`src/hdl/sobm_pkg.sv`:
```
// ----------------------------------------------------------------------------
// sobm_pkg
// Shared types and constants of the Sobel edge magnitude block.
// ----------------------------------------------------------------------------
package sobm_pkg;

  localparam int PIX_BITS    = 8;
  localparam int CFG_W_BITS  = 11;
  localparam int CFG_H_BITS  = 13;
  localparam int ROW_BITS    = 12;
  localparam int MAX_HEIGHT  = 4096;
  localparam int MIN_SIZE    = 3;
  localparam int CFG_ADDR_W  = 3;
  localparam int APB_DATA_W  = 32;

  localparam logic [PIX_BITS-1:0] MAG_MAX = 8'd255;

  // register index, taken from paddr[2]
  localparam logic REG_IMAGE_WIDTH  = 1'b0;
  localparam logic REG_IMAGE_HEIGHT = 1'b1;

  // item kinds
  localparam logic KIND_PIXEL = 1'b0;
  localparam logic KIND_DRAIN = 1'b1;

  typedef struct packed {
    logic [CFG_W_BITS-1:0] image_width;
    logic [CFG_H_BITS-1:0] image_height;
  } cfg_t;

  // control of the beat that sits between memory read and output register
  typedef struct packed {
    logic                valid;
    logic                is_pixel;
    logic                emit;
    logic                interior;
    logic                frame_end;
    logic [PIX_BITS-1:0] pixel;
  } s1_t;

endpackage

```
`src/hdl/sobm_cfg.sv`:
```
// ----------------------------------------------------------------------------
// sobm_cfg
// APB register file holding the frame width and height.
// ----------------------------------------------------------------------------
module sobm_cfg
  import sobm_pkg::*;
(
  input  logic                  clk_i,
  input  logic                  rst_ni,
  input  logic                  psel,
  input  logic                  penable,
  input  logic                  pwrite,
  input  logic [CFG_ADDR_W-1:0] paddr,
  input  logic [APB_DATA_W-1:0] pwdata,
  output logic [APB_DATA_W-1:0] prdata,
  output logic                  pready,
  output cfg_t                  cfg_o
);

  logic [CFG_W_BITS-1:0] width_q, width_d;
  logic [CFG_H_BITS-1:0] height_q, height_d;
  logic                  wr_en;

  assign pready = 1'b1;
  assign wr_en  = psel && penable && pwrite;

  always_comb begin
    width_d  = width_q;
    height_d = height_q;
    if (wr_en) begin
      case (paddr[2])
        REG_IMAGE_WIDTH:  width_d  = pwdata[CFG_W_BITS-1:0];
        REG_IMAGE_HEIGHT: height_d = pwdata[CFG_H_BITS-1:0];
        default: ;
      endcase
    end
  end

  always_comb begin
    case (paddr[2])
      REG_IMAGE_WIDTH:  prdata = APB_DATA_W'(width_q);
      REG_IMAGE_HEIGHT: prdata = APB_DATA_W'(height_q);
      default:          prdata = '0;
    endcase
  end

  always_ff @(posedge clk_i or negedge rst_ni) begin
    if (!rst_ni) begin
      width_q  <= CFG_W_BITS'(640);
      height_q <= CFG_H_BITS'(480);
    end else begin
      width_q  <= width_d;
      height_q <= height_d;
    end
  end

  assign cfg_o.image_width  = width_q;
  assign cfg_o.image_height = height_q;

endmodule

```
`config.mk`:
```
export PLATFORM = sky130hd
export DESIGN_NAME = sobm_cfg
export DESIGN_NICKNAME = d
export VERILOG_FILES = /design/src/hdl/sobm_pkg.sv /design/src/hdl/sobm_cfg.sv
export SDC_FILE = /design/constraint.sdc
export NUM_CORES = 1
export LEC_CHECK = 0
export ABC_AREA = 1
export BUFFER_PORTS_ARGS = -buffer_cell sky130_fd_sc_hd__buf_4
export CAP_MARGIN = 20
export CORE_UTILIZATION = 36
export DETAILED_ROUTE_END_ITERATION = 10
export GPL_TIMING_DRIVEN = 0
export PLACE_DENSITY = 0.76
export SYNTH_ARGS = -nofsm -noshare
export SYNTH_HDL_FRONTEND = slang
export SYNTH_SLANG_ARGS = --single-unit
```
`constraint.sdc`:
```
create_clock -name clk_i -period 0.8 [get_ports clk_i]
set_clock_uncertainty 0.1 [all_clocks]
set_input_delay 0.08 -clock clk_i [delete_from_list [all_inputs] [get_ports clk_i]]
set_output_delay 0.08 -clock clk_i [all_outputs]
set_load 0.03 [all_outputs]
```
Yosys cells after proc, flatten, opt, wreduce, memory -nomap -nowiden
Cells that the tools add are included.
{"block": "op_classes", "n_reduce_logical": 4, "bitwise_logic": 1, "mux": 1}
{"operator": "$pmux W32 S2", "count": 1}
{"operator": "$reduce_and A2 Y1", "count": 2}
{"operator": "$logic_and A1 B1 Y1", "count": 2}
{"operator": "$not A1 Y1", "count": 1}
{"block": "word_totals", "in_bits": 40, "output_inout_bits": 57, "word_cells": 8, "reg_bits": 24}

Longest topological paths before layout
{"block": "logic_depth", "ltp_word": 3, "mapped_depth": 6, "mapped_depth_nobuf": 4}

Worst setup path after synthesis
Ideal clock, no wire load.
{"block": "synth_timing", "kind": "reg2out", "from": "register height_q[5]", "to": "output port prdata[5]", "arrival_ns": 0.903, "slack_ns": -0.283, "required_time_ns": 0.620, "path_stages_with_launch": 3, "path_cell_list": "dfstp_2 > nand2_1 > nand2_1"}
{"block": "synth_between", "elab_chain_cells": 1}
{"element": "start, declared", "line_no": "sobm_cfg.sv:21", "source": "logic [CFG_H_BITS-1:0] height_q, height_d;"}
{"element": "start signal, assigned", "line_no": "sobm_cfg.sv:53", "source": "height_q <= height_d;"}
{"element": "$pmux W32 S2", "line_no": "sobm_cfg.sv:40", "source": "case (paddr[2])"}
{"element": "end, declared", "line_no": "sobm_cfg.sv:15", "source": "output logic [APB_DATA_W-1:0] prdata,"}
No other way between the ends. The select of a mux whose other input is x is not followed.

Worst setup path in the final report
{"block": "layout_timing", "from": "register width_q[7]", "to": "output port prdata[7]"}
{"block": "layout_between", "elab_chain_cells": 1}
{"element": "start, declared", "line_no": "sobm_cfg.sv:20", "source": "logic [CFG_W_BITS-1:0] width_q, width_d;"}
{"element": "start signal, assigned", "line_no": "sobm_cfg.sv:52", "source": "width_q <= width_d;"}
{"element": "$pmux W32 S2", "line_no": "sobm_cfg.sv:40"}
No other way between the ends. The select of a mux whose other input is x is not followed.

==> summary.md <==
| Metric | Value |
|---|---|
| Sequential area share after synthesis | `0.470` |
| CTS Buf Count | `3` |
| Area of the core | `0.00339 mm²` |
| CP Class | `reg -> out` |
| Most frequent cells in the layout | `50 x nand2_1, 44 x buf_4, 44 x buf_6, 24 x nand3_1, 23 x nand2_2` |
| Data required, critical path | `0.62 ns` |
| First-pass GRT wire length | `5.89 mm` |
| Unique masters post-synth | `11` |
| Failing checks | `negative hold slack, negative setup slack` |
| Root buffer cell | `clkbuf_4` |
| Antenna Nets Post-Route | `0` |
| Die area | `0.00383 mm²` |
| CTS tree | `done` |
| Clk buf depth | `2` |
| Total global routing overflow | `0` |
| Share of post-route cells with drive strength above 1 | `0.581` |
| Fillers | `284` |
| Cts hold-fix bufs | `14` |
| Max Cap Viol | `0` |
| Crit path max-delay family | `flip-flops` |
| Clock sinks | `24` |
| Vias in the first global route | `1285` |
| Final core utilization | `0.706` |
| Setup crit end kind | `output pin` |
| CTS H-Tree Depth | `1` |
| Worst setup SP type | `flop` |
| Final Critical Period | `1.33 ns` |
| ANT cells | `0` |
| Design area | `0.00239 mm²` |
| YS warnings | `0` |
| Initial antenna violation count | `0` |
| Vias/cell | `4.35` |
| I/O pin count | `97` |
| Final worst slack | `-0.530 ns` |
| Die height | `61.9 µm` |
| Crit-path slowest cell | `dfstp_2` |
| Period utilisation layout | `1.66` |
| FP Rows | `21` |
| Crit path largest cell delay | `0.58 ns` |
| Pwr per Cell Area | `2040 mW/mm²` |
| First-pass DRT Iterations | `4` |
| Clock transition at the registers of the reported paths | `0.13 ns` |
| Status | `finished, violations left` |
| Syn Inst Count | `170` |
| Initial Utilization | `0.381` |
| Total track usage | `0.216` |
| Port Buffers | `54` |
| Critical path cell sequence | `nand2_2, nand2_4, buf_6` |
| DRC | `0` |
| RePlAce Congestion | `0.762` |
| Initial DRC count | `41` |
| Largest net degree at the start of global routing | `25` |
| Multi-input combinational cell area | `674 µm²` |
| Die X | `61.9 µm` |
| Most common cell after layout, fill and taps aside | `nand2_1` |
| Max frequency | `752 MHz` |
| Leakage power | `1.26 nW` |
| Worst EP arrival | `1.15 ns` |
| Unrepaired setup endpoints after global routing | `true` |
| Setup tns final | `-13.88 ns` |
| Placed inst area | `0.00201 mm²` |
| Worst-path maximum fanout | `3` |
| Area Growth Syn to Fin | `85.1%` |
| Mapped Area | `0.00129 mm²` |
| Worst path buffer plus inverter count | `1` |
| Number of synthesized register bits | `24` |
| Slew Limit Fails | `0` |
| Seq. cell area | `631 µm²` |
| Avg Inst Size Synth | `7.60 µm²` |
| Clock latency on the worst-skew pair | `0.30 ns` |
| Final setup fails | `46` |
| Vias | `1363` |
| NumNets Final | `308` |
| Hold Worst Slack | `-0.0678 ns` |
| Avg WL per Cell | `12.6 µm` |
| WL final | `3.96 mm` |
| Final Hold Viols | `8` |
| Worst min-delay path class | `in -> reg` |
| Hpwl dp | `2.44 mm` |
| Peak VDD IR | `0.864 mV` |
## cell usage after synthesis
library cell / count / area, µm²
buf_2: 6 / 30.0
buf_4: 23 / 173
conb_1: 2 / 7.51
dfrtp_1: 18 / 450
dfstp_2: 6 / 158
inv_1: 3 / 11.3
inv_2: 1 / 3.75
nand2_1: 84 / 315
nand3_1: 24 / 120
nand4_1: 2 / 12.5
nor2_4: 1 / 11.3
## layer usage
layer	vias to the layer above	wire, µm	track usage
met2	50	2170	0.392
met4	0	42	0.0794
li1	681	-	-
met5	-	0	0
met1	628	1560	0.265
met3	4	189	0.0207
## cell type report
type | instances | area share
Sequential cell | 24 | 0.264
Buffer | 29 | 0.0978
Timing Repair Buffer | 75 | 0.314
Tap cell | 46 | 0.0241
Multi-Input combinational cell | 131 | 0.282
Clock buffer | 4 | 0.0110
Inverter | 4 | 0.00732
## repair_timing
action	4_1_cts	5_1_grt
pin swaps	2	3
hold endpoints to repair	48	8
gates resized for setup	40	6
endpoints found under the setup margin	43	48
buffers inserted	4	3
cloned	0	0
## path summary, 6_finish.rpt
path	from	to	slack [ns]	depth (start not counted)
worst min register to register	height_q[5]	height_q[5]	0.38	2
max in group asynchronous	rst_ni	width_q[7]	0.21	2
worst max-delay path	width_q[7]	prdata[7]	-0.53	3
worst max register to register	height_q[7]	height_q[7]	-0.15	3
min in group asynchronous	rst_ni	height_q[1]	0.09	2
worst min-delay path	paddr[2]	height_q[2]	-0.07	3
## tightest hold or removal path, delay by kind of cell
| kind | cells | cell delay [ns] |
|---|---|---|
| buffers and inverters | 1 | 0.12 |
| AND/OR/NAND/NOR | 2 | 0.12 |
## registers in the layout, indices dropped and copies added, names as in the netlist
| register | cells |
|---|---|
| height_q | 13 |
| width_q | 11 |
## power by group
part           internal [W]  switching [W]  leakage [nW]
registers           0.00152       0.000262         0.267
clock network      0.000194       0.000351        0.0150
logic               0.00114        0.00142         0.973
## kinds of logic (layout without fill, tap and decap cells)
logic type / Yosys count / count (layout) / synth area share
AND/OR/NAND/NOR: 111 / 111 / 0.355
buffers and inverters: 33 / 112 / 0.168
flip-flops: 24 / 24 / 0.470
other: 2 / 20 / 0.00581
## per-stage QoR
stage                     power [W]  setup WS, ns  std cells  hold WS, ns
after floorplan             0.00313        -0.197        188       -0.316
after global placement      0.00384        -0.181        288       -0.109
after detailed placement    0.00386        -0.187        288       -0.104
after CTS                   0.00479        -0.518        310      -0.0764
after global routing        0.00516        -0.582        313      -0.0756
final                       0.00489        -0.530        313      -0.0678
No activity file was read; power rests on OpenSTA's default activity.
