$ cat config.mk
export PLATFORM = sky130hd
export DESIGN_NAME = sobm_window_flat
export DESIGN_NICKNAME = d
export VERILOG_FILES = /design/src/hdl/sobm_pkg.sv /design/src/hdl/sobm_if.sv /design/src/hdl/sobm_window.sv /design/src/flat_wrapper.sv
export SDC_FILE = /design/constraint.sdc
export NUM_CORES = 1
export LEC_CHECK = 0
export BUFFER_PORTS_ARGS = -buffer_cell sky130_fd_sc_hd__buf_4
export CORE_AREA = 2 2 101 122
export DETAILED_ROUTE_END_ITERATION = 10
export DIE_AREA = 0 0 103 124
export MAX_ROUTING_LAYER = met4
export PLACE_DENSITY = 0.67
export REMOVE_ABC_BUFFERS = 1
export SLEW_MARGIN = 20
export SYNTH_ARGS = -nofsm -noshare
export SYNTH_HDL_FRONTEND = slang
export SYNTH_SLANG_ARGS = --single-unit
export TNS_END_PERCENT = 20
$ cat constraint.sdc
create_clock -name clk_i -period 7.3 [get_ports clk_i]
set_clock_uncertainty 0.1 [all_clocks]
set_input_delay 1.095 -clock clk_i [delete_from_list [all_inputs] [get_ports clk_i]]
set_output_delay 1.095 -clock clk_i [all_outputs]
set_load 0.01 [all_outputs]
$ cat src/hdl/sobm_pkg.sv
// ----------------------------------------------------------------------------
// sobm_pkg
// Shared types and constants of the Sobel edge magnitude block.
// ----------------------------------------------------------------------------
package sobm_pkg;

  localparam int PIX_BITS    = 8;
  localparam int CFG_W_BITS  = 11;
  localparam int CFG_H_BITS  = 13;
  localparam int ROW_BITS    = 12;
  localparam int MAX_HEIGHT  = 4096;
  localparam int MIN_SIZE    = 3;
  localparam int CFG_ADDR_W  = 3;
  localparam int APB_DATA_W  = 32;

  localparam logic [PIX_BITS-1:0] MAG_MAX = 8'd255;

  // register index, taken from paddr[2]
  localparam logic REG_IMAGE_WIDTH  = 1'b0;
  localparam logic REG_IMAGE_HEIGHT = 1'b1;

  // item kinds
  localparam logic KIND_PIXEL = 1'b0;
  localparam logic KIND_DRAIN = 1'b1;

  typedef struct packed {
    logic [CFG_W_BITS-1:0] image_width;
    logic [CFG_H_BITS-1:0] image_height;
  } cfg_t;

  // control of the beat that sits between memory read and output register
  typedef struct packed {
    logic                valid;
    logic                is_pixel;
    logic                emit;
    logic                interior;
    logic                frame_end;
    logic [PIX_BITS-1:0] pixel;
  } s1_t;

endpackage

$ cat src/hdl/sobm_if.sv


interface sobm_res_if;
  logic       valid;
  logic       ready;
  logic [7:0] edge_magnitude;
  logic       frame_end;

  modport source (output valid, output edge_magnitude, output frame_end, input ready);
  modport sink   (input valid, input edge_magnitude, input frame_end, output ready);
endinterface

$ cat src/hdl/sobm_window.sv
// ----------------------------------------------------------------------------
// sobm_window
// 3x3 window, Sobel L1 magnitude and the output register.
// ----------------------------------------------------------------------------
module sobm_window
  import sobm_pkg::*;
(
  input  logic                clk_i,
  input  logic                rst_ni,
  input  s1_t                 s1_i,
  input  logic [PIX_BITS-1:0] top_i,
  input  logic [PIX_BITS-1:0] mid_i,
  output logic                adv_o,
  sobm_res_if.source          res_o
);

  logic [PIX_BITS-1:0] win_q [3][3];
  logic [PIX_BITS-1:0] win_d [3][3];
  logic                out_valid_q, out_valid_d;
  logic [PIX_BITS-1:0] out_mag_q, out_mag_d;
  logic                out_fend_q, out_fend_d;
  logic [PIX_BITS-1:0] mag;

  function automatic logic [PIX_BITS-1:0] sobel_l1(input logic [PIX_BITS-1:0] w [3][3]);
    logic [9:0]         sx_p, sx_n, sy_p, sy_n;
    logic signed [10:0] gx, gy;
    logic [10:0]        ax, ay;
    logic [10:0]        sum;
    sx_p = {2'b0, w[0][2]} + {1'b0, w[1][2], 1'b0} + {2'b0, w[2][2]};
    sx_n = {2'b0, w[0][0]} + {1'b0, w[1][0], 1'b0} + {2'b0, w[2][0]};
    sy_p = {2'b0, w[2][0]} + {1'b0, w[2][1], 1'b0} + {2'b0, w[2][2]};
    sy_n = {2'b0, w[0][0]} + {1'b0, w[0][1], 1'b0} + {2'b0, w[0][2]};
    gx   = $signed({1'b0, sx_p}) - $signed({1'b0, sx_n});
    gy   = $signed({1'b0, sy_p}) - $signed({1'b0, sy_n});
    ax   = gx[10] ? 11'(-gx) : 11'(gx);
    ay   = gy[10] ? 11'(-gy) : 11'(gy);
    sum  = ax + ay;
    return (sum > 11'(MAG_MAX)) ? MAG_MAX : sum[PIX_BITS-1:0];
  endfunction

  // stall the whole pipe only while a finished beat waits at the output
  assign adv_o = !out_valid_q || res_o.ready;

  always_comb begin
    for (int r = 0; r < 3; r++) begin
      win_d[r][0] = win_q[r][1];
      win_d[r][1] = win_q[r][2];
    end
    win_d[0][2] = top_i;
    win_d[1][2] = mid_i;
    win_d[2][2] = s1_i.pixel;
  end

  assign mag = sobel_l1(win_d);

  always_comb begin
    out_valid_d = out_valid_q;
    out_mag_d   = out_mag_q;
    out_fend_d  = out_fend_q;
    if (adv_o) begin
      out_valid_d = s1_i.valid && s1_i.emit;
      out_mag_d   = (s1_i.is_pixel && s1_i.interior) ? mag : '0;
      out_fend_d  = s1_i.frame_end;
    end
  end

  always_ff @(posedge clk_i or negedge rst_ni) begin
    if (!rst_ni) begin
      for (int r = 0; r < 3; r++) begin
        for (int c = 0; c < 3; c++) begin
          win_q[r][c] <= '0;
        end
      end
    end else if (adv_o && s1_i.valid && s1_i.is_pixel) begin
      win_q <= win_d;
    end
  end

  always_ff @(posedge clk_i or negedge rst_ni) begin
    if (!rst_ni) begin
      out_valid_q <= 1'b0;
    end else begin
      out_valid_q <= out_valid_d;
    end
  end

  always_ff @(posedge clk_i) begin
    out_mag_q  <= out_mag_d;
    out_fend_q <= out_fend_d;
  end

  assign res_o.valid          = out_valid_q;
  assign res_o.edge_magnitude = out_mag_q;
  assign res_o.frame_end      = out_fend_q;

endmodule

$ cat src/flat_wrapper.sv
// flat-port wrapper written by rule: the top's interface ports become plain ports
module sobm_window_flat import sobm_pkg::*;
  (clk_i, rst_ni, s1_i, top_i, mid_i, adv_o, res_o_valid, res_o_edge_magnitude, res_o_frame_end, res_o_ready);
  sobm_res_if res_o_i ();
  input  logic clk_i;
  input  logic rst_ni;
  input  s1_t s1_i;
  input  logic [PIX_BITS-1:0] top_i;
  input  logic [PIX_BITS-1:0] mid_i;
  output logic adv_o;
  output wire logic [$bits(res_o_i.valid)-1:0] res_o_valid;
  output wire logic [$bits(res_o_i.edge_magnitude)-1:0] res_o_edge_magnitude;
  output wire logic [$bits(res_o_i.frame_end)-1:0] res_o_frame_end;
  input wire logic [$bits(res_o_i.ready)-1:0] res_o_ready;
  assign res_o_valid = res_o_i.valid;
  assign res_o_edge_magnitude = res_o_i.edge_magnitude;
  assign res_o_frame_end = res_o_i.frame_end;
  assign res_o_i.ready = res_o_ready;
  sobm_window u_core (.clk_i(clk_i), .rst_ni(rst_ni), .s1_i(s1_i), .top_i(top_i), .mid_i(mid_i), .adv_o(adv_o), .res_o(res_o_i));
endmodule
# Word level (Yosys, flattened, before mapping)
# Index checks and enable logic that the tools add are counted.
op_classes:
  addsub: 13
  magnitude_cmp: 1
  n_mux: 3
  reduce_logical: 6
ops:
  columns: ["op", "n"]
  rows:
  - ["$add A10 B8 Y10", 4]
  - ["$add A8 B9 Y10", 4]
  - ["$mux W11", 2]
  - ["$neg A11 Y11", 2]
  - ["$sub A10 B10 Y11", 2]
  - ["$add A11 B11 Y11", 1]
  - ["$gt A11 B8 Y1 const B", 1]
  - ["$mux W8", 1]
  - ["$logic_and A1 B1 Y1", 4]
  - ["$logic_not A1 Y1", 1]
  - ["$logic_or A1 B1 Y1", 1]
totals:
  register_bits: 58
  input_bits: 32
  out_inout_bits: 11
  wordCells: 32

# Depth between registers and ports, before layout
depth:
  depth_word: 8
  ltp_mapped: 26
  depth_no_buf: 24

# Least setup slack after synthesis
# OpenSTA, ideal clock, no wires.
synth_path:
  path_kind: "input-to-reg"
  from: "input port s1_i[5] (netlist name)"
  to: "register u_core.out_mag_q[0] (netlist: u_core.res_o.edge_magnitude[0]), data pin"
  setup_ns: 0.264
  arrival_ns: 6.402
  required_ns: 6.936
  path_slack_ns: 0.534
  stages: 25
  n_path_buf: 2
  path_cell_list: "inv_1 fa_1 inv_1 fa_1 inv_1 fa_1 inv_1 ha_1 a21oi_1 nand2_1 a41oi_1 o21ai_1 a31o_1 clkbuf_1 mux2_1 fa_1 a211o_1 a21oi_1 a31oi_1 a21oi_1 o21bai_1 xnor2_4 buf_6 nor3_1 a211oi_1"
synth_between:
  elab_chain_cells: 7
  word_cells_on_any_way: 11
  cone_classes: "add/sub: 7; order compare: 1; mux: 3"
synth_rtl:
  columns: ["element", "line", "source"]
  rows:
  - ["start, declared", "flat_wrapper.sv:7", "input s1_t s1_i;"]
  - ["$add A10 B8 Y10 (on tied branches)", "sobm_window.sv:29, sobm_window.sv:31", null]
  - ["$sub A10 B10 Y11 (on tied branches)", "sobm_window.sv:33, sobm_window.sv:34", null]
  - ["$neg A11 Y11 (on tied branches)", "sobm_window.sv:35, sobm_window.sv:36", null]
  - ["$mux W11 (on tied branches)", "sobm_window.sv:35, sobm_window.sv:36", null]
  - ["$add A11 B11 Y11 *", "sobm_window.sv:37", "sum = ax + ay;"]
  - ["$gt A11 B8 Y1", "sobm_window.sv:38", "return (sum > 11'(MAG_MAX)) ? MAG_MAX : sum[PIX_BITS-1:0];"]
  - ["$mux W8 *", "sobm_window.sv:38", null]
  - ["end signal, assigned", "sobm_window.sv:88", "out_mag_q <= out_mag_d;"]
  - ["end, declared", "sobm_window.sv:20", "logic [PIX_BITS-1:0] out_mag_q, out_mag_d;"]
# Mark *: on every way between the ends. The rest lies on a longest branch, timed or not.
# A chain may end at the register's enable or synchronous reset.

# Worst setup path in the final report
layout_path:
  from: "input port s1_i[5] (netlist name)"
  to: "register u_core.out_mag_q[2] (netlist: u_core.res_o.edge_magnitude[2]), data pin"
# Same word-level chain as after synthesis.

==> summary.md <==
| Metric | Value |
|---|---|
| Compound-gate portion of the synthesized area | `12.1%` |
| Synth Cell Area | `0.00565 mm2` |
| Main combinational cell family by area after synthesis | `adder cells` |
| Max Cap Viol | `0` |
| Sequential cell area fraction in the yosys report | `26.5%` |
| Initial antenna violation count | `0` |
| Layout cell share with drive strength beyond 1 | `14.5%` |
| Fmax | `148 MHz` |
| Largest net degree at the start of global routing | `81` |
| Initial DRC Count | `203` |
| Global-route wire length before repair | `18600 um` |
| Vias in the first global route | `4160` |
| WL final | `10800 um` |
| GPL Wtd Cong | `0.847` |
| Core area | `0.0115 mm2` |
| ANT cells | `0` |
| Crit-path max FO | `16` |
| Port bufs | `42` |
| Post-route ant nets | `0` |
| Setup tns final | `0 ns` |
| Post-CTS sizing | `0` |
| Post-synth EDFFs | `9` |
| Worst endpoint required time | `7.36 ns` |
| DRC violations left | `0` |
| Reg area | `0.00150 mm2` |
| Routed vias | `3998` |
| Clock latency on the worst-skew pair | `0.33 ns` |
| Clock Path Buffers | `2` |
| Nets | `763` |
| Status | `finished clean` |
| Footprint of the multi-input gates | `0.00357 mm2` |
| Die width | `103 um` |
| Seq cells post-synth | `58` |
| Postcts setup bufs | `0` |
| Period minus WS final | `6.74 ns` |
| Yosys Warn Count | `0` |
| CP Capture Type | `register` |
| Post-Layout Cell Count | `793` |
| Final hold viol count | `0` |
| Hold_buf cts | `0` |
| Syn avg cell area | `9.53 um2` |
| Post-Synth Simple-Gate Area | `11.8%` |
| GRT Total Usage | `19.1%` |
| DR vias/cell | `5.04` |
| Clk sinks | `58` |
| Crit path kind | `in2reg` |
| Initial core utilization | `49.1%` |
| Num rows | `43` |
| Hold crit path type | `reg2reg` |
| Number of CTS-inserted buffers | `9` |
| WL per Instance | `13.6 um` |
| Commonest non-fill, non-tap cells in the layout | `inv_1 (130), fa_1 (63), nand2_1 (53), dfrtp_1 (49), buf_4 (44)` |
| Filler cells | `1068` |
| Final Cycle Share | `92.4%` |
| Worst-path clk slew | `0.05 ns` |
| Post-detail-place hpwl | `8580 um` |
| Commonest non-fill, non-tap cell in the layout | `inv_1` |
| Most used DFF post-synth | `dfrtp_1` |
| Mux cell area share after synthesis | `3.39%` |
| Grt ovf | `0` |
| Synth async-reset ratio | `84.5%` |
| XOR/XNOR share of the synthesized area | `5.60%` |
| TritonCTS clock tree | `yes` |
| Least-Margin Pin Slew | `0.716 ns` |
| I/O Pins | `43` |
| Distinct cells, synth | `58` |
| H-tree levels | `3` |
| Startpoint types | `input pin` |
| Relative slew slack | `52.2%` |
| Height of the die | `124 um` |
| Mapped Cells | `593` |
| Die Area | `0.0128 mm2` |
| Crit path DAT | `6.80 ns` |
| DR pass1 iterations | `4` |
| Placed insts | `778` |
| RSZ-0062 raised after global routing | `false` |
| Slew Limit Fails | `0` |
| Clock root cell | `clkbuf_16` |
| Synth Area in Adders | `30.3%` |
| Synth-to-layout area growth | `13.4%` |
| Final setup viols | `0` |
-- layout make-up --
type                    instances  area share (%)
clock inverters                 5            1.23
well taps                     157            3.07
flip-flops and latches         58            23.4
inverters                     131            7.68
clock buffers                  10            3.73
repair buffers                 44            5.16
multi-input cells             388            55.8
-- final timing paths --
path	slack, ns	endpoint	from	cells after the start
min	0.38	u_core.win_d[45]$_DFFE_PN0P_	u_core.win_d[37]$_DFFE_PN0P_	2
max in group asynchronous	5.96	u_core.win_d[21]$_DFFE_PN0P_	rst_ni	1
max	0.56	u_core.res_o.edge_magnitude[2]$_SDFFCE_PN0N_	s1_i[5]	24
max reg2reg	1.06	u_core.res_o.edge_magnitude[2]$_SDFFCE_PN0N_	u_core.win_d[21]$_DFFE_PN0P_	22
min reg2reg	0.38	u_core.win_d[45]$_DFFE_PN0P_	u_core.win_d[37]$_DFFE_PN0P_	2
min in group asynchronous	0.69	u_core.win_d[64]$_DFFE_PN0P_	rst_ni	1
-- worst max-delay path, stage by stage --
cell and delay (ns):
buf_4 0.09, inv_1 0.07, fa_1 0.53, inv_1 0.05, fa_1 0.47, inv_1 0.05, fa_1 0.52, inv_1 0.04
ha_1 0.36, a21oi_1 0.21, nand2_1 0.07, a41oi_1 0.25, o21ai_1 0.16, a31o_1 0.27, mux2_1 0.36, fa_1 0.46
a211o_1 0.31, a21oi_1 0.18, a31oi_1 0.15, a21oi_1 0.18, o21bai_1 0.15, xnor2_4 0.41, nor3_1 0.12, a211oi_1 0.22
-- per-layer routing --
layer | track usage [%] | routed length, um | share of wire, % | up-vias
met3 | 3.42 | 325 | 3.0 | 4
met1 | 23.2 | 4740 | 44 | 1950
met2 | 32.4 | 5620 | 52 | 69
met4 | 5.59 | 85 | 0.79 | 0
li1 | - | - | - | 1975
met5 | - | 0 | 0 | -
-- synth_stat cells (5+ instances only) --
| cell | number | area [um2] |
|---|---|---|
| a21oi_1 | 17 | 85.1 |
| ha_1 | 36 | 450 |
| nand3_1 | 6 | 30.0 |
| o21ai_0 | 35 | 175 |
| xor2_1 | 15 | 131 |
| nor2_1 | 33 | 124 |
| nand2_1 | 53 | 199 |
| nor3_1 | 15 | 75.1 |
| dfrtp_1 | 49 | 1230 |
| nor2b_1 | 6 | 37.5 |
| a31oi_1 | 5 | 31.3 |
| mux2_2 | 16 | 180 |
| a211oi_1 | 10 | 75.1 |
| edfxtp_1 | 9 | 270 |
| clkbuf_1 | 11 | 41.3 |
| nand2b_1 | 7 | 43.8 |
| fa_1 | 63 | 1260 |
| o21ai_1 | 5 | 25.0 |
| inv_1 | 130 | 488 |
| xnor2_1 | 18 | 158 |
-- cells by family (layout without fill, tap and decap cells) --
logic type      after synthesis  count (layout)
flops                        58              58
xor+xnor                     34              34
mux                          17              17
buf+inv                     147             190
fa+ha+maj                    99              99
simple gates                135             135
compound gates              103             103
-- state kept, by name, indices dropped and copies added, names as in the netlist --
signal	count
u_core.res_o.frame_end	1
u_core.res_o.valid	1
u_core.win_d	48
u_core.res_o.edge_magnitude	8
-- metrics by stage --
| step | hold slack, ns | instance area (um2) | setup WS, ns | utilization, % |
|---|---|---|---|---|
| finish | 0.377 | 6400 | 0.556 | 55.6 |
| global route | 0.400 | 6400 | 0.0945 | 55.6 |
| CTS | 0.382 | 6400 | 0.549 | 55.6 |
| detailed placement | 0.367 | 6090 | 0.221 | 52.9 |
| global placement | 0.358 | 6090 | 0.411 | 52.9 |
| floorplan | 0.346 | 5560 | 0.663 | - |
Power is not shown: default switching activity piles up to over one toggle a cycle in this logic, so the estimate is an artifact.
